$ cat config.mk
export PLATFORM = sky130hd
export DESIGN_NAME = rtc_slew_recheck_policy_top_flat
export DESIGN_NICKNAME = d
export VERILOG_FILES = /design/src/rtl/rsrp_pkg.sv /design/src/rtl/rsrp_if.sv /design/src/rtl/rsrp_div.sv /design/src/rtl/rtc_slew_recheck_policy_top.sv /design/src/flat_wrapper.sv
export VERILOG_INCLUDE_DIRS = /design/src /design/src/rtl
export SDC_FILE = /design/constraint.sdc
export NUM_CORES = 1
export LEC_CHECK = 0
export BUFFER_PORTS_ARGS = -buffer_cell sky130_fd_sc_hd__buf_2
export CAP_MARGIN = 40
export CORE_MARGIN = 8
export CORE_UTILIZATION = 60
export CTS_CLUSTER_SIZE = 14
export DETAILED_ROUTE_END_ITERATION = 8
export PLACE_DENSITY = 0.79
export SLEW_MARGIN = 20
export SYNTH_ARGS = -nofsm -noshare
export SYNTH_HDL_FRONTEND = slang
export SYNTH_SLANG_ARGS = --single-unit
export TNS_END_PERCENT = 30
$ cat constraint.sdc
create_clock -name clk -period 5.1 [get_ports clk]
set_input_delay 0.255 -clock clk [delete_from_list [all_inputs] [get_ports clk]]
set_output_delay 0.255 -clock clk [all_outputs]
set_load 0.01 [all_outputs]
$ cat src/rtl/rtc_slew_recheck_policy_top_defines.svh
// assertion macros for the rtc slew recheck policy block
// used by rtc_slew_recheck_policy_top and rsrp_div; expects clk and arst_n in scope
`ifndef RTC_SLEW_RECHECK_POLICY_TOP_DEFINES_SVH
`define RTC_SLEW_RECHECK_POLICY_TOP_DEFINES_SVH

// same-cycle implication, off while in reset
`define RSRP_ASSERT_NOW(lbl, ante, cons, msg) \
	lbl: assert property (@(posedge clk) disable iff (!arst_n) (ante) |-> (cons)) \
		else $error(msg);

// next-cycle implication, off while in reset
`define RSRP_ASSERT_NEXT(lbl, ante, cons, msg) \
	lbl: assert property (@(posedge clk) disable iff (!arst_n) (ante) |=> (cons)) \
		else $error(msg);

`endif

$ cat src/rtl/rsrp_pkg.sv
// shared constants and types for the rtc slew recheck policy block
// no dependencies
`default_nettype none

package rsrp_pkg;

	localparam int unsigned SEC_W = 32;
	localparam int unsigned DIV_W = SEC_W;
	localparam int unsigned DIV_CNT_W = $clog2(DIV_W);

	// seconds from 1900-01-01 to 1970-01-01
	localparam logic [SEC_W-1:0] EPOCH_1900_TO_1970 = 32'd2208988800;

	// register reset values
	localparam logic [SEC_W-1:0] RECHECK_RESET = 32'd86400;
	localparam logic [SEC_W-1:0] MAX_OFFSET_RESET = 32'd86400;
	localparam logic [SEC_W-1:0] SYNC_WINDOW_RESET = 32'd3600;
	localparam logic [SEC_W-1:0] MIN_RECHECK_RESET = 32'd100;

	// register indexes
	localparam int unsigned CFG_IDX_W = 2;
	localparam logic [CFG_IDX_W-1:0] REG_MAX_OFFSET = 2'd0;
	localparam logic [CFG_IDX_W-1:0] REG_SYNC_WINDOW = 2'd1;
	localparam logic [CFG_IDX_W-1:0] REG_MIN_RECHECK = 2'd2;

	// status codes
	localparam logic [1:0] ST_COMPARED = 2'd0;
	localparam logic [1:0] ST_TOO_FAR = 2'd1;
	localparam logic [1:0] ST_NO_RESPONSE = 2'd2;

	// rtc step codes
	localparam logic signed [1:0] STEP_NONE = 2'sb00;
	localparam logic signed [1:0] STEP_PLUS = 2'sb01;
	localparam logic signed [1:0] STEP_MINUS = 2'sb11;

	// divider control and status
	typedef struct packed {
		logic start;
	} div_ctrl_t;

	typedef struct packed {
		logic busy;
		logic done;
	} div_stat_t;

endpackage

`default_nettype wire

$ cat src/rtl/rsrp_if.sv
// valid/ready channel interfaces for query requests and result requests
// no dependencies
`default_nettype none

interface rsrp_query_if;
	logic valid;
	logic ready;
	logic response_ok;
	logic [31:0] server_seconds;
	logic [31:0] local_rtc_seconds;

	modport source (output valid, output response_ok, output server_seconds,
		output local_rtc_seconds, input ready);
	modport sink (input valid, input response_ok, input server_seconds,
		input local_rtc_seconds, output ready);
endinterface

interface rsrp_result_if;
	logic valid;
	logic ready;
	logic signed [1:0] rtc_step;
	logic [1:0] status;
	logic [31:0] wake_time;
	logic [31:0] recheck_interval;

	modport source (output valid, output rtc_step, output status, output wake_time,
		output recheck_interval, input ready);
	modport sink (input valid, input rtc_step, input status, input wake_time,
		input recheck_interval, output ready);
endinterface

`default_nettype wire

$ cat src/rtl/rsrp_div.sv
// serial restoring divider, one quotient bit per cycle
// depends on rsrp_pkg and rtc_slew_recheck_policy_top_defines.svh
`default_nettype none

`include "rtc_slew_recheck_policy_top_defines.svh"

module rsrp_div (
	input wire logic clk,
	input wire logic arst_n,
	input wire rsrp_pkg::div_ctrl_t ctrl,
	input wire logic [rsrp_pkg::DIV_W-1:0] dividend,
	input wire logic [rsrp_pkg::DIV_W-1:0] divisor,
	output rsrp_pkg::div_stat_t stat,
	output logic [rsrp_pkg::DIV_W-1:0] quotient
);
	import rsrp_pkg::*;

	localparam logic [DIV_CNT_W-1:0] CNT_LAST = DIV_CNT_W'(DIV_W - 1);

	logic busy_q;
	logic done_q;
	logic [DIV_CNT_W-1:0] cnt_q;
	logic [DIV_W-1:0] rem_q;
	logic [DIV_W-1:0] quo_q;
	logic [DIV_W-1:0] dvs_q;
	logic [DIV_W:0] shifted;
	logic [DIV_W:0] trial;

	// one trial subtract per cycle
	assign shifted = {rem_q, quo_q[DIV_W-1]};
	assign trial = shifted - {1'b0, dvs_q};

	// control
	always_ff @(posedge clk or negedge arst_n) begin
		if (!arst_n) begin
			busy_q <= 1'b0;
			done_q <= 1'b0;
			cnt_q <= '0;
		end else begin
			done_q <= 1'b0;
			if (ctrl.start) begin
				busy_q <= 1'b1;
				cnt_q <= '0;
			end else if (busy_q) begin
				cnt_q <= cnt_q + 1'b1;
				if (cnt_q == CNT_LAST) begin
					busy_q <= 1'b0;
					done_q <= 1'b1;
				end
			end
		end
	end

	// datapath
	always_ff @(posedge clk) begin
		if (ctrl.start) begin
			rem_q <= '0;
			quo_q <= dividend;
			dvs_q <= divisor;
		end else if (busy_q) begin
			rem_q <= trial[DIV_W] ? shifted[DIV_W-1:0] : trial[DIV_W-1:0];
			quo_q <= {quo_q[DIV_W-2:0], ~trial[DIV_W]};
		end
	end

	assign stat.busy = busy_q;
	assign stat.done = done_q;
	assign quotient = quo_q;

	`RSRP_ASSERT_NOW(a_start_when_idle, ctrl.start, !busy_q, "divider started while busy")
	`RSRP_ASSERT_NOW(a_done_after_busy, done_q, $past(busy_q), "done without a running divide")
	`RSRP_ASSERT_NOW(a_done_not_busy, done_q, !busy_q, "done while still busy")

endmodule

`default_nettype wire

$ cat src/rtl/rtc_slew_recheck_policy_top.sv
// path: accept, difference, magnitude, classify, done, output register; a recomputed
// recheck interval adds the 32-step serial divider and the clamp and update states
// throughput: one request at a time; a new request is taken once the previous result
// sits in the output register
// reset: asynchronous, restores register defaults and a one-day recheck interval
// depends on rsrp_pkg, rsrp_if, rsrp_div and rtc_slew_recheck_policy_top_defines.svh
`default_nettype none

`include "rtc_slew_recheck_policy_top_defines.svh"

module rtc_slew_recheck_policy_top (
	input wire logic clk,
	input wire logic arst_n,
	input wire logic cfg_we,
	input wire logic [rsrp_pkg::CFG_IDX_W-1:0] cfg_index,
	input wire logic [rsrp_pkg::SEC_W-1:0] cfg_data,
	rsrp_query_if.sink query,
	rsrp_result_if.source result
);
	import rsrp_pkg::*;

	localparam logic [2:0] S_IDLE = 3'd0;
	localparam logic [2:0] S_DIFF = 3'd1;
	localparam logic [2:0] S_MAG = 3'd2;
	localparam logic [2:0] S_CLASS = 3'd3;
	localparam logic [2:0] S_DIV = 3'd4;
	localparam logic [2:0] S_CLAMP = 3'd5;
	localparam logic [2:0] S_UPD = 3'd6;
	localparam logic [2:0] S_DONE = 3'd7;

	logic [2:0] state_q;
	logic ok_q;
	logic [SEC_W-1:0] server_q;
	logic [SEC_W-1:0] local_q;
	logic [SEC_W-1:0] diff_q;
	logic [SEC_W-1:0] mag_q;
	logic [SEC_W-1:0] dur_q;
	logic signed [1:0] step_q;
	logic [1:0] status_q;
	logic [SEC_W-1:0] max_offset_q;
	logic [SEC_W-1:0] sync_window_q;
	logic [SEC_W-1:0] min_recheck_q;
	logic [SEC_W-1:0] recheck_q;

	logic ovalid_q;
	logic signed [1:0] ostep_q;
	logic [1:0] ostatus_q;
	logic [SEC_W-1:0] owake_q;
	logic [SEC_W-1:0] orecheck_q;

	logic [SEC_W:0] grow_sum;
	logic [SEC_W-1:0] grown;
	logic out_load;
	div_ctrl_t div_ctrl;
	div_stat_t div_stat;
	logic [SEC_W-1:0] div_quo;

	// interval grows by half, saturating
	assign grow_sum = {1'b0, recheck_q} + {2'b00, recheck_q[SEC_W-1:1]};
	assign grown = grow_sum[SEC_W] ? '1 : grow_sum[SEC_W-1:0];

	assign query.ready = (state_q == S_IDLE);
	assign out_load = (state_q == S_DONE) && (!ovalid_q || result.ready);

	// divider start when the error needs a new interval
	assign div_ctrl.start = (state_q == S_CLASS) && ok_q && (mag_q <= max_offset_q)
		&& (mag_q > SEC_W'(1));

	rsrp_div u_div (
		.clk(clk),
		.arst_n(arst_n),
		.ctrl(div_ctrl),
		.dividend(sync_window_q),
		.divisor(mag_q - SEC_W'(1)),
		.stat(div_stat),
		.quotient(div_quo)
	);

	// configuration registers
	always_ff @(posedge clk or negedge arst_n) begin
		if (!arst_n) begin
			max_offset_q <= MAX_OFFSET_RESET;
			sync_window_q <= SYNC_WINDOW_RESET;
			min_recheck_q <= MIN_RECHECK_RESET;
		end else if (cfg_we) begin
			unique case (cfg_index)
				REG_MAX_OFFSET: max_offset_q <= cfg_data;
				REG_SYNC_WINDOW: sync_window_q <= cfg_data;
				REG_MIN_RECHECK: min_recheck_q <= cfg_data;
				default: ;
			endcase
		end
	end

	// sequencer and recheck interval
	always_ff @(posedge clk or negedge arst_n) begin
		if (!arst_n) begin
			state_q <= S_IDLE;
			recheck_q <= RECHECK_RESET;
		end else begin
			unique case (state_q)
				S_IDLE: begin
					if (query.valid) state_q <= S_DIFF;
				end
				S_DIFF: state_q <= S_MAG;
				S_MAG: state_q <= S_CLASS;
				S_CLASS: begin
					if (div_ctrl.start) begin
						state_q <= S_DIV;
					end else begin
						if (ok_q && (mag_q <= max_offset_q) && (mag_q == '0))
							recheck_q <= grown;
						state_q <= S_DONE;
					end
				end
				S_DIV: begin
					if (div_stat.done) state_q <= S_CLAMP;
				end
				S_CLAMP: state_q <= S_UPD;
				S_UPD: begin
					if (recheck_q > dur_q) recheck_q <= dur_q;
					state_q <= S_DONE;
				end
				S_DONE: begin
					if (out_load) state_q <= S_IDLE;
				end
				default: state_q <= S_IDLE;
			endcase
		end
	end

	// working registers
	always_ff @(posedge clk) begin
		if (query.valid && query.ready) begin
			ok_q <= query.response_ok;
			server_q <= query.server_seconds;
			local_q <= query.local_rtc_seconds;
		end
		if (state_q == S_DIFF)
			diff_q <= server_q - EPOCH_1900_TO_1970 - local_q;
		if (state_q == S_MAG)
			mag_q <= diff_q[SEC_W-1] ? ('0 - diff_q) : diff_q;
		if (state_q == S_CLASS) begin
			priority if (!ok_q) begin
				status_q <= ST_NO_RESPONSE;
				step_q <= STEP_NONE;
			end else if (mag_q > max_offset_q) begin
				status_q <= ST_TOO_FAR;
				step_q <= STEP_NONE;
			end else begin
				status_q <= ST_COMPARED;
				if (mag_q != '0) step_q <= diff_q[SEC_W-1] ? STEP_MINUS : STEP_PLUS;
				else step_q <= STEP_NONE;
			end
		end
		if ((state_q == S_DIV) && div_stat.done)
			dur_q <= div_quo;
		if ((state_q == S_CLAMP) && (dur_q < min_recheck_q))
			dur_q <= min_recheck_q;
	end

	// output register
	always_ff @(posedge clk or negedge arst_n) begin
		if (!arst_n) begin
			ovalid_q <= 1'b0;
		end else if (out_load) begin
			ovalid_q <= 1'b1;
		end else if (result.ready) begin
			ovalid_q <= 1'b0;
		end
	end

	always_ff @(posedge clk) begin
		if (out_load) begin
			ostep_q <= step_q;
			ostatus_q <= status_q;
			owake_q <= local_q + recheck_q;
			orecheck_q <= recheck_q;
		end
	end

	assign result.valid = ovalid_q;
	assign result.rtc_step = ostep_q;
	assign result.status = ostatus_q;
	assign result.wake_time = owake_q;
	assign result.recheck_interval = orecheck_q;

	`RSRP_ASSERT_NOW(a_no_step_unless_compared, ovalid_q && (ostatus_q != ST_COMPARED), ostep_q == STEP_NONE, "step reported without a comparison")
	`RSRP_ASSERT_NOW(a_div_done_in_div, div_stat.done, state_q == S_DIV, "divider finished outside divide state")
	`RSRP_ASSERT_NEXT(a_accept_starts_work, query.valid && query.ready, state_q == S_DIFF, "accepted request did not start")
	`RSRP_ASSERT_NOW(a_ready_divider_idle, query.ready, !div_stat.busy, "ready while divider busy")

endmodule

`default_nettype wire

$ cat src/flat_wrapper.sv
// flat-port wrapper written by rule: the top's interface ports become plain ports
module rtc_slew_recheck_policy_top_flat import rsrp_pkg::*;
  (clk, arst_n, cfg_we, cfg_index, cfg_data, query_valid, query_response_ok, query_server_seconds, query_local_rtc_seconds, query_ready, result_valid, result_rtc_step, result_status, result_wake_time, result_recheck_interval, result_ready);
  rsrp_query_if query_i ();
  rsrp_result_if result_i ();
  input wire logic clk;
  input wire logic arst_n;
  input wire logic cfg_we;
  input wire logic [rsrp_pkg::CFG_IDX_W-1:0] cfg_index;
  input wire logic [rsrp_pkg::SEC_W-1:0] cfg_data;
  input wire logic [$bits(query_i.valid)-1:0] query_valid;
  input wire logic [$bits(query_i.response_ok)-1:0] query_response_ok;
  input wire logic [$bits(query_i.server_seconds)-1:0] query_server_seconds;
  input wire logic [$bits(query_i.local_rtc_seconds)-1:0] query_local_rtc_seconds;
  output wire logic [$bits(query_i.ready)-1:0] query_ready;
  output wire logic [$bits(result_i.valid)-1:0] result_valid;
  output wire logic [$bits(result_i.rtc_step)-1:0] result_rtc_step;
  output wire logic [$bits(result_i.status)-1:0] result_status;
  output wire logic [$bits(result_i.wake_time)-1:0] result_wake_time;
  output wire logic [$bits(result_i.recheck_interval)-1:0] result_recheck_interval;
  input wire logic [$bits(result_i.ready)-1:0] result_ready;
  assign query_i.valid = query_valid;
  assign query_i.response_ok = query_response_ok;
  assign query_i.server_seconds = query_server_seconds;
  assign query_i.local_rtc_seconds = query_local_rtc_seconds;
  assign query_ready = query_i.ready;
  assign result_valid = result_i.valid;
  assign result_rtc_step = result_i.rtc_step;
  assign result_status = result_i.status;
  assign result_wake_time = result_i.wake_time;
  assign result_recheck_interval = result_i.recheck_interval;
  assign result_i.ready = result_ready;
  rtc_slew_recheck_policy_top u_core (.clk(clk), .arst_n(arst_n), .cfg_we(cfg_we), .cfg_index(cfg_index), .cfg_data(cfg_data), .query(query_i), .result(result_i));
endmodule
---- After elaboration in Yosys (flattened, before gate mapping) ----
Index checks and enable logic that the tools add are counted.
operators by class
  $lt $le $gt $ge ......................... 5
  mux-type cells .......................... 28
  equal/unequal tests ..................... 16
  reductions and logical operators ........ 25
  bitwise gates (word level) .............. 3
  $add $sub $neg .......................... 8
operators with widths
  operator                                                        count
  two-way mux 32 bit                                              9
  greater-than comparator 32 bit                                  2
  one-hot mux 32 bit (2 select lines)                             1
  adder 32 x 31 -> 33 bit                                         1
  subtractor 33 x 32 -> 33 bit                                    1
  adder 32 bit                                                    1
  greater-than comparator 32 x 1 -> 1 bit, second input constant  1
  less-or-equal comparator 32 bit                                 1
  logical NOT 32 bit                                              1
  < comparator 32 bit                                             1
  nonzero test 32 bit                                             1
  subtractor 1 x 32 -> 32 bit, first input constant               1
  subtractor 32 x 1 -> 32 bit, second input constant              1
  subtractor 32 bit                                               1
  subtractor 32 bit, second input constant                        1
  two-way mux 31 bit                                              1
  one-hot mux 3 bit (8 select lines)                              1
  == test 3 bit, second input constant                            4
  two-way mux 5 bit                                               2
  logical AND 1 bit                                               9
  two-way mux 1 bit                                               9
  two-way mux 3 bit                                               3
  nonzero test 2 bit                                              4
  == test 3 x 2 -> 1 bit, second input constant                   2
  other kinds (17)                                                26
storage, ports and cells
  register bits after elaboration ......... 468
  word-level logic and storage cells ...... 110
  output and inout bits ................... 70
  bits of input ports ..................... 104

---- Logic depth before layout (Yosys ltp) ----
Gate-level depths: netlist of run 1.
  word-level depth ........................ 6
  mapped depth ............................ 15

---- By module ----
From an unflattened synthesis of run 1, not the netlist that was laid out.
unflattened totals
  cells, all modules ...................... 2498
  area total of the unflattened synthesis .. 27331.2 um2
by module, submodules not included
  module                       instances  seq. area each (um2)  cells an instance  area each (um2)
  rtc_slew_recheck_policy_top  1          10321.1               1946               21449.3
  rsrp_div                     1          2737.6                552                5881.9

---- Least setup slack after synthesis of run 1 ----
No wires, ideal clock.
  kind .................................... register to register
  start point ............................. reg u_core.state_q[1]
  end point ............................... reg u_core.orecheck_q[0], in the netlist u_core.result.recheck_interval[0] (enable)
  setup slack ............................. 1.023 ns
  library setup time ...................... 0.496 ns
  data arrival time ....................... 3.582 ns
  data required time ...................... 4.604 ns
  path buffers ............................ 1
  clock period less this slack ............ 4.077 ns
  stages on the path, launching flop included .. 4
  cells stage by stage .................... dfrtp_1 -> clkbuf_1 -> nand2_1 -> nor2_1
between the ends
  cells in the longest elaborated chain, start to end .. 2
ends and longest elaborated chain
  item                       line                                text
  start: declaration         rtc_slew_recheck_policy_top.sv:31   logic [2:0] state_q;
  start signal: assignment   rtc_slew_recheck_policy_top.sv:98   state_q <= S_IDLE;
  start signal: assignment   rtc_slew_recheck_policy_top.sv:103  if (query.valid) state_q <= S_DIFF;
  start signal: assignment   rtc_slew_recheck_policy_top.sv:105  S_DIFF: state_q <= S_MAG;
  == test 3 bit              rtc_slew_recheck_policy_top.sv:63   assign out_load = (state_q == S_DONE) && (!ovalid_q || result.ready);
  logical AND 1 bit          rtc_slew_recheck_policy_top.sv:63
  named net u_core.out_load  rtc_slew_recheck_policy_top.sv:53   logic out_load;
  end signal: assignment     rtc_slew_recheck_policy_top.sv:178  orecheck_q <= recheck_q;
  end: declaration           rtc_slew_recheck_policy_top.sv:49   logic [SEC_W-1:0] orecheck_q;
The timed path passes the listed nets, and every way through them passes these cells.
A chain may end at the register's enable or synchronous reset.

---- Worst setup path in the final report of run 1 ----
  start point ............................. reg u_core.u_div.dvs_q[0]
  end point ............................... reg u_core.u_div.rem_q[26]
between the ends
  cells in the longest elaborated chain, start to end .. 2
ends and longest elaborated chain
  item                          line            text
  start: declaration            rsrp_div.sv:25  logic [DIV_W-1:0] dvs_q;
  start signal: assignment      rsrp_div.sv:59  dvs_q <= divisor;
  subtractor 33 x 32 -> 33 bit  rsrp_div.sv:31  assign trial = shifted - {1'b0, dvs_q};
  two-way mux 32 bit            rsrp_div.sv:61  rem_q <= trial[DIV_W] ? shifted[DIV_W-1:0] : trial[DIV_W-1:0];
  end signal: assignment        rsrp_div.sv:61
  end: declaration              rsrp_div.sv:23  logic [DIV_W-1:0] rem_q;
No other way between the ends.

==> flow_summary.yaml, run 1 <==
timing:
  tns_ps: 0
  finalMaxSlewViolations: 0
  fmax_ghz: 0.244
  finalCritPeriodShare_pct: 80.4
  tightest_slew_ps: 868
  report.final.hold_viol_count: 0
  slew_headroom_pct: 42.1
  period_needed_ps: 4100
  setup_viol: 0
  rsz0062_at_grt: "false"
  fin_skew_ps: 14.7
  fin_ws_ps: 1000
critical_path:
  cp-startpoint: "u_core.u_div.dvs_q[0]$_DFFE_PN_"
  max_stage_delay_ps: 620
  required_ps: 5560
  worstSetupEndpoint: "u_core.u_div.rem_q[26]$_SDFFE_PN0P_"
  crit_type: "reg -> reg"
  crit_fanout: 20
  cp.arrival_ps: 4560
  critPathSlowestCell: "xnor2_4"
  rrSetupSlack_ps: 1000
  r2r-start: "u_core.u_div.dvs_q[0]$_DFFE_PN_"
  ff2ff_path_depth: 14
  path_common_cell: "a21oi_1"
  crit_chain: "ha_1 -> fa_1 -> nand2b_1 -> a21oi_1 -> buf_4 -> a211oi_2 -> o41ai_4 -> a21oi_1 -> a21oi_2 -> o221ai_2 -> xnor2_4 -> buf_4 -> mux2i_1 -> a21oi_1"
  end_kind: "register"
  cp_top_family: "compound AO/OA/AOI/OAI gates"
  worstSetupPathDepth: 14
  timing.rr.end: "u_core.u_div.rem_q[26]$_SDFFE_PN0P_"
  worst-path-buf-inv: 2
  start_kind: "register"
clock_network:
  root_buffer: "clkbuf_16"
  h-tree-depth: 2
  cts_made_buffers: 50
  clock_sink_count: 468
  postCtsSetupBuffers: 0
  clk_pin_slew_ps: 60
  cts_hold_buf: 98
  clock_path_buffers: 3
  ctsResizeCount: 0
  cts_tree: "done"
  clock_latency_ps: 610
power:
  irDropWorstVdd_mv: 0.252
  leakagePower_nw: 14.1
  power_density_mw_per_mm2: 277
global_route:
  antenna_found_initial: 0
  grt_max_degree: 70
  gr-usage-all-layers_pct: 27.5
  gr-total-overflow: 0
  grt_pass1_vias: 20169
  grt_pass1_wl_microns: 111000
worst_hold_path:
  hold-path-cell-count: 3
  hold_path_class: "in -> reg"
  min_from: "query_valid"
cells_and_area:
  multi_input_area_sq_mm: 0.0127
  final_cell_mix: "edfxtp_1, ha_1, nand2_1, inv_1, buf_2"
  stdcell_area_sq_mm: 0.0312
  ff_latch_area_sq_mm: 0.0131
  finalNetCount: 3130
  final_common_cell: "edfxtp_1"
  diodes: 0
  stdcell_count: 3399
  drive_above_1_share_pct: 15.5
  fill_cells: 3051
  utilization_pct: 70.6
  syn2layout_area_growth_pct: 16.3
detailed_routing:
  ant_nets: 0
  highest_layer: "met4"
  wl_met1_microns: 30400
  drtIter0Drc: 1803
  wl_per_cell_microns: 21.0
  vias: 20433
  avgViaCountPerCell: 6.01
  dr_wl_met2_microns: 32600
  wl_met3_microns: 5610
  route.detailed.drc: 0
  dr.pass1.iters: 5
  drt_wl_total_microns: 71400
die:
  die_width_microns: 227
  pin_count: 174
  die_h_microns: 227
  start_util_pct: 60.7
  core_sq_mm: 0.0442
  row_count: 77
  die_area_sq_mm: 0.0517
logic_synthesis:
  syn_area_per_cell_sq_um: 10.8
  synth.top_cell.area_share_pct: 33.3
  syn-cell-area_sq_mm: 0.0268
  synth_ff_type: "edfxtp_1"
  seq_area_frac_synth_pct: 48.7
  netlist_instances: 2481
  netlist_top_cells_area: "edfxtp_1, ha_1, dfrtp_1"
  yosysTopAreaCell: "edfxtp_1"
  ys_types: 77
  synth-seq-cells: 468
  postSynthNetCount: 2846
  yosys_warnings: 0
  synth_edf_count: 297
  synthArstFlopShare_pct: 29.7
run_status:
  status: "complete, no violations"
run:
  drv_cap: 0
place:
  post-place-cells: 3206
  place_area_sq_mm: 0.0285
  dp_hpwl_microns: 51300
  post-place-ws_ps: 1080
  port_buffers: 173
  place_congestion: 0.940
## cells by family after synthesis
logic type      Yosys count  share of synthesized area (%)
mux                     125                           5.12
xor+xnor                166                           5.45
buf+inv                 298                           4.28
flops                   468                           48.7
compound gates          591                           14.1
fa+ha+maj               261                           12.3
simple gates            572                           10.0
## synth_stat cells (all sizes together), types with 19 or more instances
| library cell | instances |
|---|---|
| dfxtp | 32 |
| nor3 | 37 |
| mux2i | 27 |
| o21a | 28 |
| o21ai | 149 |
| o31ai | 19 |
| edfxtp | 297 |
| xnor2 | 112 |
| nand3 | 21 |
| inv | 229 |
| mux2 | 98 |
| nand2 | 248 |
| a21oi | 148 |
| nand2b | 28 |
| dfrtp | 122 |
| ha | 257 |
| clkbuf | 57 |
| nor2b | 25 |
| a21o | 99 |
| nor2 | 95 |
| xor2 | 54 |
| nand4 | 30 |
| o22ai | 27 |
## area by class of cell
class	count	area share [%]
Clock buffer	62	4.49
Clock inverter	32	1.11
Inverter	230	2.77
Multi-Input combinational cell	1715	40.6
Sequential cell	468	41.8
Tap cell	592	2.37
Timing Repair Buffer	300	6.77
## worst reg2reg max path, cell delays in order (launching register included)
cell and delay [ps]:
edfxtp_1 370, ha_1 230, fa_1 410, nand2b_1 170, a21oi_1 130, buf_4 160
a211oi_2 110, o41ai_4 440, a21oi_1 230, a21oi_2 250, o221ai_2 180, xnor2_4 620
buf_4 340, mux2i_1 240, a21oi_1 80
## state kept, by name, indices dropped and copies added, names as in the netlist, 2 cells and up
name	cells
u_core.status_q	2
u_core.recheck_q	32
u_core.step_q	2
u_core.diff_q	32
u_core.dur_q	32
u_core.server_q	32
u_core.u_div.cnt_q	5
u_core.state_q	3
u_core.sync_window_q	32
u_core.u_div.rem_q	32
u_core.result.rtc_step	2
u_core.local_q	32
u_core.mag_q	32
u_core.u_div.dvs_q	32
u_core.result.status	2
u_core.u_div.quotient	32
u_core.max_offset_q	32
u_core.result.recheck_interval	32
u_core.result.wake_time	32
u_core.min_recheck_q	32
## metrics by stage
step	power (mW)	hold slack, ps
after detailed placement	4.81	214
after global placement	4.77	408
after CTS	8.70	45.9
after global routing	8.92	104
after floorplan	4.60	-40.6
final	8.66	95.9
## power breakdown
part | internal (mW) | switching [mW]
Clock | 2.26 | 1.58
Combinational | 0.289 | 0.284
Sequential | 4.16 | 0.0806
## layer usage
layer  global-route usage, %  vias up
li1                        -     9526
met1                    37.2     9927
met2                    43.9      828
met3                    4.90      152
met4                    10.8        0
met5                       0        -
## worst min-delay path by stage
stage                                                endpoint  slack, ps
after floorplan            u_core.max_offset_q[0]$_DFFE_PN0P_        -40
after global placement    u_core.result.rtc_step[1]$_DFFE_PP_        410
after detailed placement      u_core.recheck_q[5]$_DFFE_PN0P_        210
after CTS                       u_core.state_q[0]$_DFFE_PN0P_         50
after global routing            u_core.state_q[0]$_DFFE_PN0P_        100
final                           u_core.state_q[0]$_DFFE_PN0P_        100
(Power assumes the default switching activity.)
==> run 2: changes to the inputs <==
- ABC_AREA: default -> 1
- CORE_UTILIZATION: 60 -> 56
- PLACE_DENSITY: 0.79 -> 0.77
- clock period: 5.1 -> 3.5 ns (I/O delays scaled with it)
==> run 2 against run 1 <==
Compared with the run above: fmax grew 36%; die area rose by 19%; register-to-register slack worse by 520 ps; highest routed layer is now met5; clock power up 38%; clock skew increased by 12 ps; critical path type unchanged; critical endpoint is now u_core.recheck_q[24]$_DFFE_PN0P_; critical path depth rose by 2; sequential share of layout area down 3.9 points; setup slack lost 520 ps; count of clock-buffer cells in the layout is 1 higher; worst hold slack got worse by 79 ps; total power grew to 3.4 times the previous value.
==> flow_summary.yaml, run 2 <==
run_status:
  status: "complete, no violations"
clock_network:
  clock_path_buffers: 3
  clock_sink_count: 468
  clk_pin_slew_ps: 60
  clock_latency_ps: 610
  cts_tree: "done"
  root_buffer: "clkbuf_16"
  h-tree-depth: 2
  cts_made_buffers: 50
timing:
  report.final.hold_viol_count: 0
  finalCritPeriodShare_pct: 86.2
  tns_ps: 0
  holdWs_ps: 16.8
  fin_skew_ps: 27.0
  fmax_ghz: 0.332
  finalMaxSlewViolations: 0
  rsz0062_at_grt: "false"
  period_needed_ps: 3020
  slew_headroom_pct: 46.2
  setup_viol: 0
  tightest_slew_ps: 807
detailed_routing:
  drtIter0Drc: 2604
  ant_nets: 0
  avgViaCountPerCell: 5.48
  dr.pass1.iters: 6
  vias: 26387
  route.detailed.drc: 0
  wl_per_cell_microns: 18.5
  drt_wl_total_microns: 89200
power:
  irDropWorstVdd_mv: 0.522
  leakagePower_nw: 17.2
  power_density_mw_per_mm2: 844
cells_and_area:
  stdcell_count: 4811
  final_common_cell: "nand2_1"
  drive_above_1_share_pct: 8.68
  syn2layout_area_growth_pct: 14.1
  fill_cells: 4575
  final_cell_mix: "nand2_1, inv_1, edfxtp_1, nor2_1, ha_1"
  ff_latch_area_sq_mm: 0.0131
  finalNetCount: 4436
  multi_input_area_sq_mm: 0.0145
die:
  die_h_microns: 248
  row_count: 85
  die_area_sq_mm: 0.0615
  start_util_pct: 56.3
  pin_count: 174
  core_sq_mm: 0.0535
  die_width_microns: 248
critical_path:
  crit_chain: "ha_1 -> inv_1 -> fa_1 -> inv_1 -> nand3_1 -> nand2_1 -> nand2_1 -> nand2_1 -> nand2_1 -> nand2_1 -> a21oi_2 -> nand2_1 -> nor2_1 -> nor2_1 -> nand3_1 -> nand2_1"
  cp.arrival_ps: 3570
  ff2ff_path_depth: 16
  path_common_cell: "nand2_1"
  critPathSlowestCell: "dfrtp_1"
  cp-startpoint: "u_core.recheck_q[1]$_DFFE_PN0P_"
  max_stage_delay_ps: 480
  r2r-start: "u_core.recheck_q[1]$_DFFE_PN0P_"
  required_ps: 4050
  rrSetupSlack_ps: 480
  crit_fanout: 12
  crit_type: "reg -> reg"
  start_kind: "register"
  end_kind: "register"
  cp_top_family: "simple AND/OR/NAND/NOR gates"
  worst-path-buf-inv: 2
  worstSetupPathDepth: 16
logic_synthesis:
  synth_ff_type: "edfxtp_1"
  synth_most_common_cell: "nand2_1"
  syn-cell-area_sq_mm: 0.0301
  synthArstFlopShare_pct: 29.7
  ys_types: 57
  yosys_warnings: 0
  netlist_top_cells_area: "edfxtp_1, nand2_1, ha_1"
  synth-seq-cells: 468
  synthTopCellsByCount: "nand2_1, inv_1, edfxtp_1"
  postSynthNetCount: 4163
  syn_area_per_cell_sq_um: 7.93
  synth_edf_count: 297
  seq_area_frac_synth_pct: 43.3
  netlist_instances: 3798
  yosysTopAreaCell: "edfxtp_1"
  synth.top_cell.area_share_pct: 29.6
worst_hold_path:
  hold_path_class: "in -> reg"
  min_from: "cfg_data[17]"
  hold-path-cell-count: 3
global_route:
  antenna_found_initial: 4
  gr-total-overflow: 0
  gr-usage-all-layers_pct: 29.0
  grt_pass1_vias: 24952
  grt_pass1_wl_microns: 138000
  grt_max_degree: 92
place:
  post-place-cells: 4625
  dp_hpwl_microns: 67500
  place_congestion: 1.00
  port_buffers: 173
run:
  drv_cap: 0
[run 2: cell count changes after synthesis, moves of 32 or more]
| cell | before | now |
|---|---|---|
| xnor2_1 | 111 | 49 |
| a21o_1 | 99 | 18 |
| nor2_1 | 95 | 284 |
| xor2_1 | 54 | 95 |
| o21ai_0 | 149 | 181 |
| inv_1 | 228 | 586 |
| mux2_2 | 98 | 0 |
| nand4_1 | 30 | 76 |
| nand3_1 | 21 | 181 |
| nand2_1 | 248 | 1200 |
[run 2: layout make-up]
cell class / instances / share of cell area [%]
multi-input cells: 2666 / 42.2
flip-flops and latches: 468 / 38.0
inverters: 590 / 6.44
repair buffers: 295 / 6.04
clock buffers: 63 / 3.96
well taps: 696 / 2.53
clock inverters: 31 / 0.826
diodes: 2 / 0.0146
[run 2: metrics by stage]
stage | area (sq um) | power (mW) | setup slack, ps | util, %
after floorplan | 30100 | 19.0 | 527 | -
after detailed placement | 31800 | 23.3 | 563 | 59.5
after CTS | 34400 | 28.8 | 532 | 64.3
after global placement | 31800 | 23.1 | 645 | 59.4
final | 34400 | 29.0 | 485 | 64.3
after global routing | 34400 | 31.1 | 180 | 64.3
[run 2: per-layer routing]
| metal | up-vias | GRT usage, % | routed length (microns) |
|---|---|---|---|
| met3 | 171 | 5.82 | 9300 |
| li1 | 12843 | - | - |
| met2 | 1236 | 44.2 | 38300 |
| met5 | - | 0 | 12 |
| met1 | 12135 | 40.6 | 38200 |
| met4 | 2 | 10.5 | 3480 |
[run 2: worst reg2reg max path: stages (launching register included)]
cell and delay (ps):
dfrtp_1 480, ha_1 320, inv_1 80, fa_1 400, inv_1 110, nand3_1 70
nand2_1 150, nand2_1 70, nand2_1 120, nand2_1 60, nand2_1 110, a21oi_2 120
nand2_1 390, nor2_1 140, nor2_1 140, nand3_1 100, nand2_1 110
[run 2: timing repair]
item | in CTS | in global routing
gates resized for setup | 0 | 0
hold buffers | 90 | 0
hold endpoints to repair | 168 | 0
setup buffers | 0 | 0
[run 2: logic make-up after synthesis]
logic type      Yosys count  synth area share (%)
buf+inv                 664                  8.61
compound gates          422                  7.64
simple gates           1839                  25.3
fa+ha+maj               261                  10.9
xor+xnor                144                  4.19
flops                   468                  43.3
[run 2: where the power goes]
| part | internal [mW] | switching (mW) | total [mW] |
|---|---|---|---|
| combinational | 4.75 | 9.18 | 13.9 |
| clock | 3.01 | 2.32 | 5.33 |
| sequential | 8.12 | 1.66 | 9.78 |
| total | 15.9 | 13.2 | 29.0 |
[run 2: worst paths after layout]
check,end
setup reg to reg,u_core.recheck_q[24]$_DFFE_PN0P_
hold reg to reg,u_core.result.rtc_step[1]$_DFFE_PP_
max in group asynchronous,u_core.max_offset_q[14]$_DFFE_PN1P_
setup / recovery,u_core.recheck_q[24]$_DFFE_PN0P_
min in group asynchronous,u_core.recheck_q[9]$_DFFE_PN0P_
hold / removal,u_core.min_recheck_q[17]$_DFFE_PN0P_
